**config.mk**
```make
export PLATFORM = sky130hd
export DESIGN_NAME = wmf_pos
export DESIGN_NICKNAME = d
export VERILOG_FILES = /design/src/rtl/wmf_pkg.sv /design/src/rtl/wmf_pos.sv
export SDC_FILE = /design/constraint.sdc
export NUM_CORES = 1
export LEC_CHECK = 0
export BUFFER_PORTS_ARGS = -buffer_cell sky130_fd_sc_hd__buf_4
export CELL_PAD_IN_SITES_DETAIL_PLACEMENT = 1
export CELL_PAD_IN_SITES_GLOBAL_PLACEMENT = 2
export CORE_UTILIZATION = 37
export DETAILED_ROUTE_END_ITERATION = 10
export GPL_TIMING_DRIVEN = 0
export HOLD_SLACK_MARGIN = 0.06
export PLACE_DENSITY_LB_ADDON = 0.1
export REMOVE_ABC_BUFFERS = 1
export SYNTH_ARGS = -nofsm -noshare
export SYNTH_HDL_FRONTEND = slang
export SYNTH_SLANG_ARGS = --single-unit
```
**constraint.sdc**
```tcl
create_clock -name clk -period 10.9 [get_ports clk]
set_input_delay 0.545 -clock clk [delete_from_list [all_inputs] [get_ports clk]]
set_output_delay 0.545 -clock clk [all_outputs]
set_load 0.02 [all_outputs]
```
**src/rtl/wmf_pkg.sv**
```systemverilog
// Shared types and constants for the 3x3 window max filter.
package wmf_pkg;

	localparam int CFG_W = 11;
	localparam logic [CFG_W-1:0] SIDE_RESET = 11'd1024;

	typedef struct packed {
		logic emit;
		logic row_end;
		logic frame_end;
	} wmf_flags_t;

endpackage

```
**src/rtl/wmf_pos.sv**
```systemverilog
// Side register, row and column tracking, and result flags for each accepted beat.
module wmf_pos #(
	parameter int MAX_SIDE = 1024
) (
	input  logic                        clk,
	input  logic                        arst_n,
	input  logic                        cfg_we,
	input  logic [wmf_pkg::CFG_W-1:0]   cfg_wdata,
	input  logic                        accept,
	input  logic                        frame_start,
	output logic [$clog2(MAX_SIDE)-1:0] col,
	output logic [$clog2(MAX_SIDE)-1:0] row,
	output wmf_pkg::wmf_flags_t         flags
);

	localparam int COL_W  = $clog2(MAX_SIDE);
	localparam int SIDE_W = $clog2(MAX_SIDE + 1);
	localparam int CMP_W  = (wmf_pkg::CFG_W > SIDE_W) ? wmf_pkg::CFG_W : SIDE_W;

	logic [wmf_pkg::CFG_W-1:0] side_q;
	logic [COL_W-1:0]          col_q;
	logic [COL_W-1:0]          row_q;
	logic [CMP_W-1:0]          side_ext;
	logic [CMP_W-1:0]          side_sat;
	logic [COL_W-1:0]          last;

	always_comb begin
		side_ext = CMP_W'(side_q);
		if (side_ext < CMP_W'(3)) begin
			side_sat = CMP_W'(3);
		end else if (side_ext > CMP_W'(MAX_SIDE)) begin
			side_sat = CMP_W'(MAX_SIDE);
		end else begin
			side_sat = side_ext;
		end
		last = COL_W'(side_sat - CMP_W'(1));
	end

	assign col = frame_start ? '0 : col_q;
	assign row = frame_start ? '0 : row_q;

	always_comb begin
		flags.emit      = (row >= COL_W'(2)) && (col >= COL_W'(2)) &&
		                  (row <= last) && (col <= last);
		flags.row_end   = flags.emit && (col == last);
		flags.frame_end = flags.row_end && (row == last);
	end

	always_ff @(posedge clk or negedge arst_n) begin
		if (!arst_n) begin
			side_q <= wmf_pkg::SIDE_RESET;
			col_q  <= '0;
			row_q  <= '0;
		end else begin
			if (cfg_we) begin
				side_q <= cfg_wdata;
			end
			if (accept) begin
				if (col >= last) begin
					col_q <= '0;
					row_q <= (row >= last) ? '0 : row + COL_W'(1);
				end else begin
					col_q <= col + COL_W'(1);
					row_q <= row;
				end
			end
		end
	end

endmodule

```
## Word level (Yosys, flattened, before mapping)

Index checks and enable logic that the tools add are counted.

- Bits in registers: 31
- Output and inout bits: 23
- Bits of input ports: 16
- Word-level logic and storage cells: 28

- Reductions and logical operators: 5
- $add $sub $neg: 3
- $lt $le $gt $ge: 8
- Equality and inequality tests: 2
- Multiplexer cells: 7

Operators with widths:

| kind | count |
|---|---|
| two-way mux 10 bit | 7 |
| adder 10 x 1 -> 10 bit, second input constant | 2 |
| == test 10 bit | 2 |
| >= comparator 10 bit | 2 |
| >= comparator 10 x 2 -> 1 bit, second input constant | 2 |
| less-or-equal comparator 10 bit | 2 |
| > comparator 11 bit, second input constant | 1 |
| < comparator 11 x 2 -> 1 bit, second input constant | 1 |
| subtractor 10 x 1 -> 10 bit, second input constant | 1 |
| logical AND 1 bit | 5 |

## Depth between registers and ports, before layout

- Depth after elaboration: 9
- Gate-level depth with buffers: 18
- Gate-level depth less buffers: 16

## Worst setup path after synthesis

No wires, ideal clock.

- Path type: reg2reg
- From: reg side_q, in the netlist side_ext[6]
- To: reg row_q[7]
- Arrival: 4.042 ns
- Stages on the path, launching flop included: 16
- Library setup time: 0.087 ns
- Path buffers: 0
- Required time: 10.813 ns
- Clock period less this slack: 4.129 ns
- Setup slack: 6.771 ns
- Path through: dfrtp_1 -> nor4_1 -> and3_1 -> o21bai_1 -> ha_1 -> nor4b_1 -> nor2b_1 -> xnor2_1 -> o21a_1 -> ha_1 -> nor2b_1 -> or4_4 -> and3_4 -> o32a_4 -> or4_1 -> o211ai_1

- Cells in the longest elaborated chain, start to end: 7
- Elaborated cells between the ends (all ways): 9
- Classes of those cells: add/sub (1); order compare (4); mux (4)

RTL lines:

| item | RTL line | RTL |
|---|---|---|
| start: declaration | wmf_pos.sv:20 | `logic [wmf_pkg::CFG_W-1:0] side_q;` |
| start signal: assignment | wmf_pos.sv:51 | `side_q <= wmf_pkg::SIDE_RESET;` |
| start signal: assignment | wmf_pos.sv:56 | `side_q <= cfg_wdata;` |
| > comparator 11 bit | wmf_pos.sv:31 | `end else if (side_ext > CMP_W'(MAX_SIDE)) begin` |
| two-way mux 10 bit | wmf_pos.sv:31 |  |
| two-way mux 10 bit * | wmf_pos.sv:29 | `if (side_ext < CMP_W'(3)) begin` |
| subtractor 10 x 1 -> 10 bit * | wmf_pos.sv:36 | `last = COL_W'(side_sat - CMP_W'(1));` |
| >= comparator 10 bit | wmf_pos.sv:61 | `row_q <= (row >= last) ? '0 : row + COL_W'(1);` |
| two-way mux 10 bit | wmf_pos.sv:61 |  |
| two-way mux 10 bit * | wmf_pos.sv:59 | `if (col >= last) begin` |
| end signal: assignment | wmf_pos.sv:61 |  |
| end signal: assignment | wmf_pos.sv:64 | `row_q <= row;` |
| end: declaration | wmf_pos.sv:22 | `logic [COL_W-1:0] row_q;` |

Every way passes the cells marked *; elsewhere a longest branch is shown, timed or not.
A chain may end at the register's enable or synchronous reset.

## Final worst setup path

- From: reg side_q, in the netlist side_ext[6]
- To: reg row_q[5]

The elaborated chain is that of the path after synthesis.

==> metrics.csv <==
metric;value;unit
dpl hpwl;6129;µm
number of buffers on the longest clock path;2;
Final nets;381;
main flop type after synthesis;dfrtp_1;
top cell type's share of synthesized area;0.2836;
post-CTS setup buffer count;0;
Synth Warn #;0;
number of ports placed on the die boundary;39;
number of buffers added to fix hold violations after cts;0;
detailed-route vias per instance;5.842;
met1 wire length;4098;µm
post-synthesis average cell area;8.486;µm²
final-report max-slew violation count;0;
routed wire length per instance;18.41;µm
final core occ;0.4568;
clock edge transition at the registers on the reported setup and hold paths;80;ps
Detail Route met3 WL;300;µm
number of iterations in the first detailed-routing pass;4;
first-pass GRT wire length;13320;µm
worst skew pair latency;300;ps
cts bufs inserted;5;
antenna diode count;0;
pin count of the biggest net entering global routing;32;
CP Launch Point;side_ext[6];
horizontal extent of the die;86.59;µm
Met2 Wirelength;3586;µm
worst min path class;primary input to asynchronous set/reset pin;
worst setup slack for register-to-register paths;5700;ps
clock period minus worst slack;5200;ps
vias in the first global route;2485;
sequential fraction of the synthesis area;0.2935;
filler cell count in the final layout;847;
share of post-route cells with drive strength above 1;0.1844;
antenna violation net count after detailed routing;0;
Synth cell types;60;
chip height;86.59;µm
total die area;7498;µm²
maximum resistive drop on vdd;66.81;µV
detailed-route wire length;8157;µm
Synth Instances;312;
antenna violations before repair;0;
Total Routing Usage GR;0.2348;
slowest cell on the critical path;nor2_1;
Worst R2R Path Depth;15;
max frequency;192.3;MHz
number of buffers and inverters on the critical path;0;
startpoint of the most critical register-to-register path;side_ext[6];
routability congestion estimate from global placement;0.7753;
top cell types by occurrence after synthesis;34 x nand2_1, 30 x dfrtp_1, 22 x nor2_1;
cell class contributing the biggest share of worst-path delay;simple AND/OR/NAND/NOR gates;
setup repair after global routing missed its margin;no;
layout-stage area growth over the synthesis result;18.53;%
Sum Neg Setup Slack;0;ps
effective utilization at floorplan;0.3854;
num rows;30;
crit-path max FO;15;
delay of the slowest cell on the worst path;830;ps
H-Tree Level Count;2;
count of input and output buffers;38;
residual overflow from global routing;0;
final number of setup-violating endpoints;0;
main area contributors after synthesis;dfrtp_1 28%, ha_1 9.0%, nand2_1 4.8%;
Pwr per Cell Area;117.6;nW/µm²
critical path launch point type;flip-flop;
instance area after placement;3005;µm²
required time of the critical path;11120;ps
via count;2588;
root cell of the clock tree;clkbuf_8;
Resized cells post-CTS;0;
Std-Cell Core Area;6869;µm²
list of cells traversed by the critical path;nor4_1 -> and3_1 -> o21bai_1 -> ha_1 -> nor4b_1 -> nor2b_1 -> xnor2_1 -> o21a_1 -> ha_1 -> nor2b_1 -> or4_4 -> and3_4 -> nor2_1 -> o21ai_1 -> o221ai_1;
final worst-path cycle share;0.4771;
run status;complete, no violations;
clock sink count;31;
final hold violations;0;
Starting DRT DRC Count;130;
startpoint-to-endpoint class of the critical path;flip-flop to flip-flop;
endpoint of the lowest-slack register-to-register path;row_q[5];
Synth area leader;dfrtp_1;
Post-synth EDFFs;0;
max-cap check violation count;0;
static power due to leakage;1.454;nW
worst path arrival time;5420;ps
CTS tree;built;
uppermost layer routed;met4;
actual transition at the worst max-transition pin;1088;ps
count of unresolved DRC violations after routing;0;
max-slew headroom at the worst pin;0.2717;
post-synthesis sequential element count;31;
CP endpoint kind;flip-flop;
setup skew after layout;16.82;ps
Cell Area, Synth;2648;µm²
most frequent cell after synthesis;nand2_1;
total power;369.2;µW
share of async-settable or async-resettable flops after synthesis;1.000;
cell area after layout;3138;µm²
## final cells by class
type / count / area, µm² / share of cell area
clock buffer: 6 / 72.57 / 0.02313
inverter: 15 / 56.30 / 0.01794
timing repair buffer: 38 / 285.3 / 0.09091
tap: 96 / 120.1 / 0.03828
clock inverter: 2 / 60.06 / 0.01914
sequential: 31 / 777.0 / 0.2476
multi-input combinational: 255 / 1767 / 0.5630
## sequential cells by signal (all words and copies together), names as in the netlist
| signal | cells |
|---|---|
| col_q | 10 |
| row_q | 10 |
| side_ext | 11 |
## through the flow
| stage | hold WS, ps | std cells | setup WS (ps) |
|---|---|---|---|
| 6_report | 165.0 | 443 | 5700 |
| 4_1_cts | 202.1 | 443 | 5772 |
| 3_3_place_gp | 450.6 | 435 | 5751 |
| 3_5_place_dp | 456.6 | 435 | 5799 |
| 2_1_floorplan | 249.4 | 301 | 6733 |
| 5_1_grt | 225.4 | 443 | 5309 |
## worst max path at each step
stage	slack, ps	to	depth (start not counted)
finish	5700	row_q[5]	15
global route	5310	row_q[5]	15
CTS	5770	row_q[5]	15
detailed placement	5800	row_q[5]	15
global placement	5750	row_q[5]	15
floorplan	6730	row_q[7]	15
## metal layers
metal  global-route usage  up-vias
met5                    0        -
met4              0.07424        0
met3              0.03905       15
met2               0.3600       55
met1               0.3363     1277
li1                     -     1241
## cell usage in the layout (no fill, tap or decap), types with 4 or more instances in the layout
cell type,netlist,final
ha_1,19,19
and3_1,9,9
o21ai_1,10,10
nor3_1,6,6
a21o_1,4,4
clkbuf_8,0,5
dfrtp_1,30,30
o21ai_0,16,16
or4_1,4,4
a31oi_1,5,5
inv_1,15,15
buf_4,1,38
mux2_2,10,10
nand3_1,13,13
o31ai_1,5,5
nor2_1,22,22
nor2b_1,16,16
xnor2_1,6,6
nor4_1,14,14
a21oi_1,7,7
o211ai_1,4,4
nand2_1,34,34
## logic make-up (layout without fill, tap and decap cells)
kind of cell	Yosys count	after routing	share of synthesized area
xor gates and xnor gates	9	9	0.04064
and+or+nand+nor	136	136	0.2812
muxes	11	11	0.04631
adders and majority gates	19	19	0.08979
AOI/OAI and AO/OA	80	80	0.2094
DFF	31	31	0.2935
buffers and inverters	26	61	0.03923
## power breakdown
| part | total [mW] | switching, mW | leakage (nW) | internal, mW |
|---|---|---|---|---|
| clock | 0.144 | 0.0521 | 0.0654 | 0.0915 |
| combinational | 0.0901 | 0.0517 | 0.987 | 0.0384 |
| sequential | 0.135 | 0.0117 | 0.401 | 0.124 |
| total | 0.369 | 0.115 | 1.45 | 0.254 |
## worst register-to-register path, delay by kind of cell (launching register included)
kind                       cells  cell delay (ps)
and+or+nand+nor                8             3030
adders and majority gates      2              610
DFF                            1              450
xor gates and xnor gates       1              130
AOI/OAI and AO/OA              4              900
(Power assumes the default switching activity.)
