**src/rtl/wmf_window.sv**
```systemverilog
// Two held window columns and the nine-way max over the full window.
module wmf_window #(
	parameter int PIXEL_BITS = 8
) (
	input  logic                  clk,
	input  logic                  arst_n,
	input  logic                  shift,
	input  logic [PIXEL_BITS-1:0] top,
	input  logic [PIXEL_BITS-1:0] mid,
	input  logic [PIXEL_BITS-1:0] pix,
	output logic [PIXEL_BITS-1:0] win_max
);

	logic [PIXEL_BITS-1:0] old_q  [3];
	logic [PIXEL_BITS-1:0] prev_q [3];
	logic [PIXEL_BITS-1:0] m_a, m_b, m_c, m_d;

	function automatic logic [PIXEL_BITS-1:0] larger(
		input logic [PIXEL_BITS-1:0] a,
		input logic [PIXEL_BITS-1:0] b
	);
		return (a > b) ? a : b;
	endfunction

	always_comb begin
		m_a     = larger(larger(top, mid), pix);
		m_b     = larger(larger(old_q[0], old_q[1]), old_q[2]);
		m_c     = larger(larger(prev_q[0], prev_q[1]), prev_q[2]);
		m_d     = larger(m_b, m_c);
		win_max = larger(m_a, m_d);
	end

	always_ff @(posedge clk or negedge arst_n) begin
		if (!arst_n) begin
			for (int i = 0; i < 3; i++) begin
				old_q[i]  <= '0;
				prev_q[i] <= '0;
			end
		end else if (shift) begin
			old_q[0]  <= prev_q[0];
			old_q[1]  <= prev_q[1];
			old_q[2]  <= prev_q[2];
			prev_q[0] <= top;
			prev_q[1] <= mid;
			prev_q[2] <= pix;
		end
	end

endmodule

```
**config.mk**
```make
export PLATFORM = sky130hd
export DESIGN_NAME = wmf_window
export DESIGN_NICKNAME = d
export VERILOG_FILES = /design/src/rtl/wmf_window.sv
export SDC_FILE = /design/constraint.sdc
export NUM_CORES = 1
export LEC_CHECK = 0
export ABC_AREA = 1
export BUFFER_PORTS_ARGS = -buffer_cell sky130_fd_sc_hd__buf_2
export CORE_ASPECT_RATIO = 1.1
export CORE_UTILIZATION = 45
export DETAILED_ROUTE_END_ITERATION = 10
export GPL_TIMING_DRIVEN = 0
export PLACE_DENSITY_LB_ADDON = 0.1
export SKIP_CTS_REPAIR_TIMING = 1
export SLEW_MARGIN = 0
export SYNTH_ARGS = -nofsm -noshare
export SYNTH_HDL_FRONTEND = slang
export SYNTH_SLANG_ARGS = --single-unit
```
**constraint.sdc**
```tcl
create_clock -name clk -period 15.25 [get_ports clk]
set_input_delay 2.2875 -clock clk [delete_from_list [all_inputs] [get_ports clk]]
set_output_delay 2.2875 -clock clk [all_outputs]
set_load 0.02 [all_outputs]
```
### After elaboration in Yosys (flattened, before gate mapping)

Index checks and enable logic that the tools add are counted.

| operators by class | value |
|---|---|
| add/subtract/negate cells | 0 |
| multipliers | 0 |
| divide/modulo/power cells | 0 |
| order comparisons | 8 |
| eq/ne operators | 0 |
| shift operators | 0 |
| multiplexer cells | 8 |
| bitwise logic cells | 0 |
| reduce and logical (&&, ||, !) cells | 0 |

Operators with widths:

| kind | count |
|---|---|
| > comparator 8 bit | 8 |
| two-way mux 8 bit | 8 |

| word-level totals | value |
|---|---|
| bits in registers | 48 |
| latch bits | 0 |
| bits in writable memories | 0 |
| ROM bits | 0 |
| bits of input ports | 27 |
| output and inout port bits | 8 |
| word-level logic and storage cells | 22 |
| memories kept | 0 |

### Depth between registers and ports, before layout

Gate-level depths: netlist of the first run.

| logic depth | value |
|---|---|
| word-level depth | 8 |
| mapped depth | 44 |
| gate-level depth less buffers | 43 |

### Least setup slack after synthesis of the first run

No wires, ideal clock.

| timing | value |
|---|---|
| kind | input port to output port |
| start point | input mid[3] |
| end point | output win_max[1] |
| data arrival time | 6.170 ns |
| required time | 12.963 ns |
| slack | 6.793 ns |
| cell stages on the path | 19 |
| buffers on the path | 2 |
| cells stage by stage | inv_1 > ha_1 > nand2_1 > o41ai_4 > buf_2 > a21oi_1 > ha_1 > nand2_1 > o21ai_0 > nand2_1 > a32oi_1 > clkbuf_1 > o21ai_0 > ha_1 > nand4_1 > o31ai_2 > inv_1 > nand2_1 > nand2_1 |

| on the way | value |
|---|---|
| cells in the longest elaborated chain, start to end | 6 |

Ends and longest elaborated chain:

| what | line | RTL |
|---|---|---|
| from (decl) | 9 | `input logic [PIXEL_BITS-1:0] mid,` |
| > comparator 8 bit | 22 | `return (a > b) ? a : b;` |
| two-way mux 8 bit (*) | 22 |  |
| > comparator 8 bit | 22 |  |
| two-way mux 8 bit (*) | 22 |  |
| > comparator 8 bit | 22 |  |
| two-way mux 8 bit (*) | 22 |  |
| to (decl) | 11 | `output logic [PIXEL_BITS-1:0] win_max` |

Every way passes the cells marked *; elsewhere a longest branch is shown, timed or not.

### Final worst setup path of the first run

| timing | value |
|---|---|
| start point | input mid[7] |
| end point | output win_max[6] |

Same word-level chain as after synthesis.

==> metrics, run 1 <==
layout cells sized above 1 8.93%; Comb power frac 69.6%; GP Congestion 0.893; Worst Max-Slew Pin Slew 1060 ps; VDD IR max 226 uV; fillcell total 930; Yosys top cell area share 29.3%; Total Power 757 uW; synthesized cell area 4100 sq um; final period utilization 62.5%; sw frac 52.9%; Syn Inst Count 586; pin count of the biggest net entering global routing 49; post-synthesis net count 676; GRT Util Overall 24.7%; cell-internal power 357 uW; port buffer count 33; ranking of synthesized cells by area dfrtp_1 (29%), ha_1 (19%), nand2_1 (16%), o21ai_0 (9.9%), inv_1 (7.7%); Layout Utilization 51.0%; hold wc startpoint prev_q[7]; Register Area 1200 sq um; TritonCTS Buffers 5; Final ANT Viol Nets 0; Worst Hold Class flip-flop to flip-flop; min Tclk post-route 9530 ps; worst path buffer plus inverter count 6; Max-Slew Margin vs Limit 29.4%; drc violations 0; Synth cell types 28; Critical R2R Capture prev_q[12]; total clock sinks 48; Placed Instance Area 4410 sq um; met2 Usage GRT 41.5%; clk slew on worst S/H paths 90 ps; static leakage 2.44 nW; Synth Warn # 0; CP Cell Sequence buf_2 > inv_1 > ha_1 > nand2_1 > o41ai_4 > buf_2 > nor2_1 > a21oi_1 > ha_1 > nand2_1 > nor2_1 > nand2_1 > a32oi_1 > clkbuf_1 > o21ai_0 > ha_1 > nand4_1 > o31ai_2 > inv_1 > nand2_1 > nand2_1 > buf_2; total number of vias 3833; M1 GR Usage 33.0%; WHS 492 ps; Final Skew 7.11 ps; leading area contributor after synthesis dfrtp_1; GRT met3 Usage 2.60%; final worst slack 5720 ps; initial antenna violation count 0; CTS Buffer Depth 2; vias in the first global route 3732; Pre-antenna DRT Iters 5; HPWL after detailed placement 8.83 mm; Post-layout nets 716; fin area 4500 sq um; pre-CTS setup slack 5750 ps; reg-to-reg startpoint prev_q[12]; Worst EP required 12960 ps; Critical Setup Path Class primary input to primary output; core area 8830 sq um; Syn-to-layout area delta 9.80%; Reg power frac 19.6%; Clock Power Share 10.8%; Clk Latency, worst-skew pair 310 ps; CP Launch Type primary input; Worst R2R Setup Slack 14490 ps; Peak Freq 0.105 GHz; crit path max fanout 10; global-route wire length before repair 17.9 mm; worst reg-to-reg path cell count 2; WHS Endpoint old_q[7]; area of the die 9490 sq um; Worst path most repeated cell nand2_1; Finish-stage setup viols 0; Yosys reg bits 48; row count 36; n_diodes 0; multi-input logic area 2510 sq um; sequential share of the synthesized area 29.3%; status finished, final reports clean; setup TNS 0 ps; Max stage delay on crit path 610 ps; 1st-iter DRT viols 156; Die Wd 93.0 um; Hold Violations, Final 0; Die Height 102 um; dpl cells 733; CTS tree done; Most Used Layer, Global Route met2; Max H-tree Level 2; P_sw 400 uW; Initial Util 46.4%; io pins 35; CP max stage cell o31ai_2; WL/cell 14.5 um; synthesized area per cell 6.99 sq um; critical path depth 22; Clock Tree Root clkbuf_8; total gr overflow 0; Power Density 168 nW/um^2; Vias/cell 5.17; RSZ-0062 raised after global routing no; Hold Crit Depth 2; WP data arrival 7240 ps; fin cells 741; max-cap check violation count 0; critical path's top delay family compound AO/OA/AOI/OAI gates; wirelength, routed 10.7 mm; Max Slew Vio Count 0; element type at the critical path end primary output
-- sequential cells by signal, summed over array words and instances, names as in the netlist --
signal and flops:
old_q 24, prev_q 24
-- Yosys cell counts --
cell type    n
nand4_2      1
o221ai_1     1
ha_1        63
a21oi_1     32
a32oi_1      1
a21oi_4      1
and2_1       1
inv_2        2
a21o_1       2
inv_1       84
nor2_1      28
buf_2        3
nand3_1     24
o21ai_0     81
o21bai_1     1
nand2_1    179
o31ai_2      1
nand4_1      4
or2_2        1
o211ai_1     1
nand2_2      2
a21oi_2      2
o41ai_4      1
clkbuf_1    13
o21a_1       6
a211oi_1     1
nand2_4      2
dfrtp_1     48
-- logic make-up after synthesis --
kind of cell,Yosys count,share of synthesized area [%]
simple gates,242,24.0
compound gates,131,18.0
buf+inv,102,9.44
fa+ha+maj,63,19.2
flops,48,29.3
-- worst min-delay path: cells and delay by family (launching register included) --
family	cells	cell delay, ps
AO/OA/AOI/OAI	1	60
flip-flops	1	350
AND/OR/NAND/NOR	1	50
-- metal layers --
layer | up-vias | routed length [um] | part of all wire, %
li1 | 1985 | - | -
met1 | 1750 | 5170 | 48
met2 | 78 | 4920 | 46
met3 | 20 | 329 | 3.1
met4 | 0 | 289 | 2.7
met5 | - | 0 | 0
-- worst max-delay path by stage --
stage / endpoint / from / slack [ps]
after floorplan: win_max[1] / mid[3] / 6790
after global placement: win_max[4] / mid[7] / 5840
after detailed placement: win_max[4] / mid[7] / 5750
after CTS: win_max[4] / mid[7] / 5750
after global routing: win_max[4] / mid[7] / 5160
final: win_max[6] / mid[7] / 5720
-- area by class of cell --
type	instances	share of cell area, %
multi-input cells	436	55.8
flip-flops and latches	48	26.7
inverters	86	7.17
repair buffers	33	3.67
well taps	114	3.17
clock buffers	7	1.92
plain buffers	16	1.42
clock inverters	1	0.167
-- cell usage in the layout (no fill, tap or decap), types with 4 or more instances in the layout --
master | netlist | routed
nand2_1 | 179 | 179
inv_1 | 84 | 84
o21ai_0 | 81 | 81
ha_1 | 63 | 63
dfrtp_1 | 48 | 48
buf_2 | 3 | 36
a21oi_1 | 32 | 32
nor2_1 | 28 | 28
nand3_1 | 24 | 24
clkbuf_1 | 13 | 14
o21a_1 | 6 | 6
clkbuf_8 | 0 | 6
nand4_1 | 4 | 4
-- power by group through the flow --
stage	registers [mW]	clock network, mW	logic (mW)
after floorplan	0.148	0	0.385
after global placement	0.151	0	0.514
after detailed placement	0.151	0	0.526
after CTS	0.148	0.0832	0.528
after global routing	0.150	0.0888	0.604
final	0.149	0.0814	0.527
(Power assumes the default switching activity.)
==> inputs of run 2 (changes only) <==
ABC_AREA = 0   (was 1)
clock period = 8.5 ns   (was 15.25 ns; I/O delays follow)
==> metrics, run 2 <==
Synth Warn # 0 (unchanged); VDD IR max 442 uV (+96%); final worst slack 357 ps (-5360 ps); WP data arrival 6870 ps (-370 ps); Compound-Gate Fraction of Synth Area 17.4% (-0.62 points); multiplexer share of the synthesized area 14.0% (+14 points); fin cells 641 (-13%); min Tclk post-route 8140 ps; Max H-tree Level 2 (unchanged); static leakage 2.41 nW (-1.0%); ranking of synthesized cells by area dfrtp_1 (29%), ha_1 (19%), mux2_2 (13%), o21ai_0 (5.2%), inv_1 (4.9%); final period utilization 95.8%; Max Slew Vio Count 0 (unchanged); Reg power frac 15.8% (-3.8 points); ys flop type dfrtp_1; Max stage delay on crit path 420 ps (-190 ps); worst path buffer plus inverter count 6 (unchanged); core area 8920 sq um (+1.0%); fin area 5060 sq um (+13%); GRT Util Overall 23.7% (-1.0 points); Vias/cell 5.62 (+8.7%); total clock sinks 48 (unchanged); Register Area 1200 sq um (+0.21%); total gr overflow 0 (unchanged); Final ANT Viol Nets 0 (unchanged); Clock Tree Root clkbuf_8; synthesized cell area 4170 sq um (+1.8%); main combinational cell family by area after synthesis adder cells; commonest non-fill, non-tap cell in the layout ha_1; setup TNS 0 ps (unchanged); multi-input logic area 2980 sq um (+19%); dpl cells 613 (-16%); sequential share of the synthesized area 28.8% (-0.53 points); top flop regs old_q: 24 flops, prev_q: 24 flops; CTS tree done; Worst Hold Class flip-flop to flip-flop; cell-internal power 919 uW (+160%); HPWL after detailed placement 8.67 mm (-1.8%); global-route wire length before repair 17.1 mm (-4.5%); area of the die 9660 sq um (+1.8%); adder-cell share of the synthesized area 18.9% (-0.35 points); Yosys reg bits 48 (unchanged); wirelength, routed 11.2 mm (+4.2%); Critical Setup Path Class flip-flop to primary output; vias in the first global route 3405 (-8.8%); sw frac 46.9% (-6.0 points); Max-Slew Margin vs Limit 28.8% (-0.63 points); Syn-to-layout area delta 21.3%; P_sw 811 uW (+100%); Final Skew 4.64 ps (-2.47 ps); Comb power frac 75.3% (+5.7 points); Finish-stage setup viols 0 (unchanged); Pre-antenna DRT Iters 4 (-1); CP max stage cell mux2_2; GP Congestion 0.941 (+5.4%); 1st-iter DRT viols 176 (+13%); area share of xor/xnor cells in the synthesized design 0.210% (+0.21 points); Clk Latency, worst-skew pair 320 ps (about the same); simple-gate share of the synthesized area 14.5% (-9.4 points); WL/cell 17.4 um (+20%); Initial Util 46.8% (+0.37 points); layout cells sized above 1 28.8% (+20 points); TritonCTS Buffers 5 (unchanged); pin count of the biggest net entering global routing 49 (unchanged); port buffer count 33 (unchanged); initial antenna violation count 0 (unchanged); crit path max fanout 7 (-3); Clock Power Share 8.8% (-2.0 points); Async S/R FF share, synth 100% (unchanged); Peak Freq 0.123 GHz; fillcell total 812 (-13%); drc violations 0 (unchanged); leading area contributor after synthesis dfrtp_1; Hold Violations, Final 0 (unchanged); Worst Max-Slew Pin Slew 1070 ps (+9.45 ps); synthesized area per cell 8.95 sq um (+28%); Yosys top cell area share 28.8% (-0.53 points); Die Wd 93.8 um (+0.89%); critical path's top delay family compound AO/OA/AOI/OAI gates; Placed Instance Area 4480 sq um (+1.7%); most frequent cells in the layout ha_1 (60), inv_1 (54), dfrtp_1 (46), mux2_2 (40), o21ai_0 (39); total number of vias 3605 (-5.9%); clk slew on worst S/H paths 100 ps (about the same); pre-CTS setup slack -906 ps (-6650 ps); Power Density 342 nW/um^2 (+100%); element type at the critical path end primary output; row count 36 (unchanged); post-synthesis net count 556 (-18%); Worst EP required 7220 ps (-5740 ps); CTS Buffer Depth 2 (unchanged); Layout Utilization 56.8% (+5.8 points); CP Launch Type flip-flop; Worst path most repeated cell ha_1; Post-layout nets 616 (-14%); Post-synth top cells ha_1 (63), inv_1 (55), mux2_2 (50); max-cap check violation count 0 (unchanged); status finished, final reports clean; Die Height 103 um (+0.90%); most frequent cell after synthesis ha_1; n_diodes 0 (unchanged); Synth cell types 48 (+71%); Post-synth EDFFs 0 (unchanged); io pins 35 (unchanged); Syn Inst Count 466 (-20%)
run 2: stage by stage:
stage                     hold slack, ps  power, mW
after detailed placement             472       1.29
after global routing                 512       1.87
after floorplan                      450       1.03
final                                498       1.73
after CTS                            491       1.45
after global placement               467       1.27
run 2: cell families (layout without fill, tap and decap cells):
kind of cell	Yosys count	after routing
AND/OR/NAND/NOR	117	117
adder cells (fa/ha/maj)	63	63
AO/OA/AOI/OAI	117	117
buffers and inverters	68	129
flip-flops	48	48
XOR/XNOR	1	1
multiplexers	52	52
run 2: worst paths after layout:
| path | start | end | slack (ps) | cells after the start |
|---|---|---|---|---|
| max in group asynchronous | arst_n | prev_q[17] | 6650 | 1 |
| setup reg to reg | prev_q[17] | old_q[17] | 7450 | 3 |
| min in group asynchronous | arst_n | prev_q[9] | 1140 | 1 |
| setup / recovery | prev_q[9] | win_max[7] | 360 | 37 |
| hold reg to reg | prev_q[3] | old_q[3] | 500 | 2 |
| hold / removal | prev_q[3] | old_q[3] | 500 | 2 |
run 2: routing by layer:
layer / routed length [um] / vias to the layer above / track usage, %
li1: - / 1785 / -
met1: 5110 / 1735 / 30.7
met2: 5450 / 70 / 40.8
met3: 358 / 15 / 2.29
met4: 242 / 0 / 8.99
met5: 0 / - / 0
run 2: area by class of cell:
type	instances	area share [%]
plain buffers	13	1.63
clock buffers	6	1.63
clock inverters	2	0.272
inverters	55	4.08
multi-input cells	350	58.9
flip-flops and latches	48	23.8
well taps	114	2.82
repair buffers	53	6.85
run 2: power by group through the flow:
stage	sequential [mW]	clock [mW]	combinational, mW
2_1_floorplan	0.270	0	0.761
3_3_place_gp	0.277	0	0.995
3_5_place_dp	0.279	0	1.01
4_1_cts	0.274	0.155	1.02
5_1_grt	0.278	0.162	1.43
6_report	0.274	0.153	1.30
run 2: tightest hold or removal path: stages, from the launching register on:
cell and delay, ps:
dfrtp_1 360, nand2_1 50, o21ai_0 60
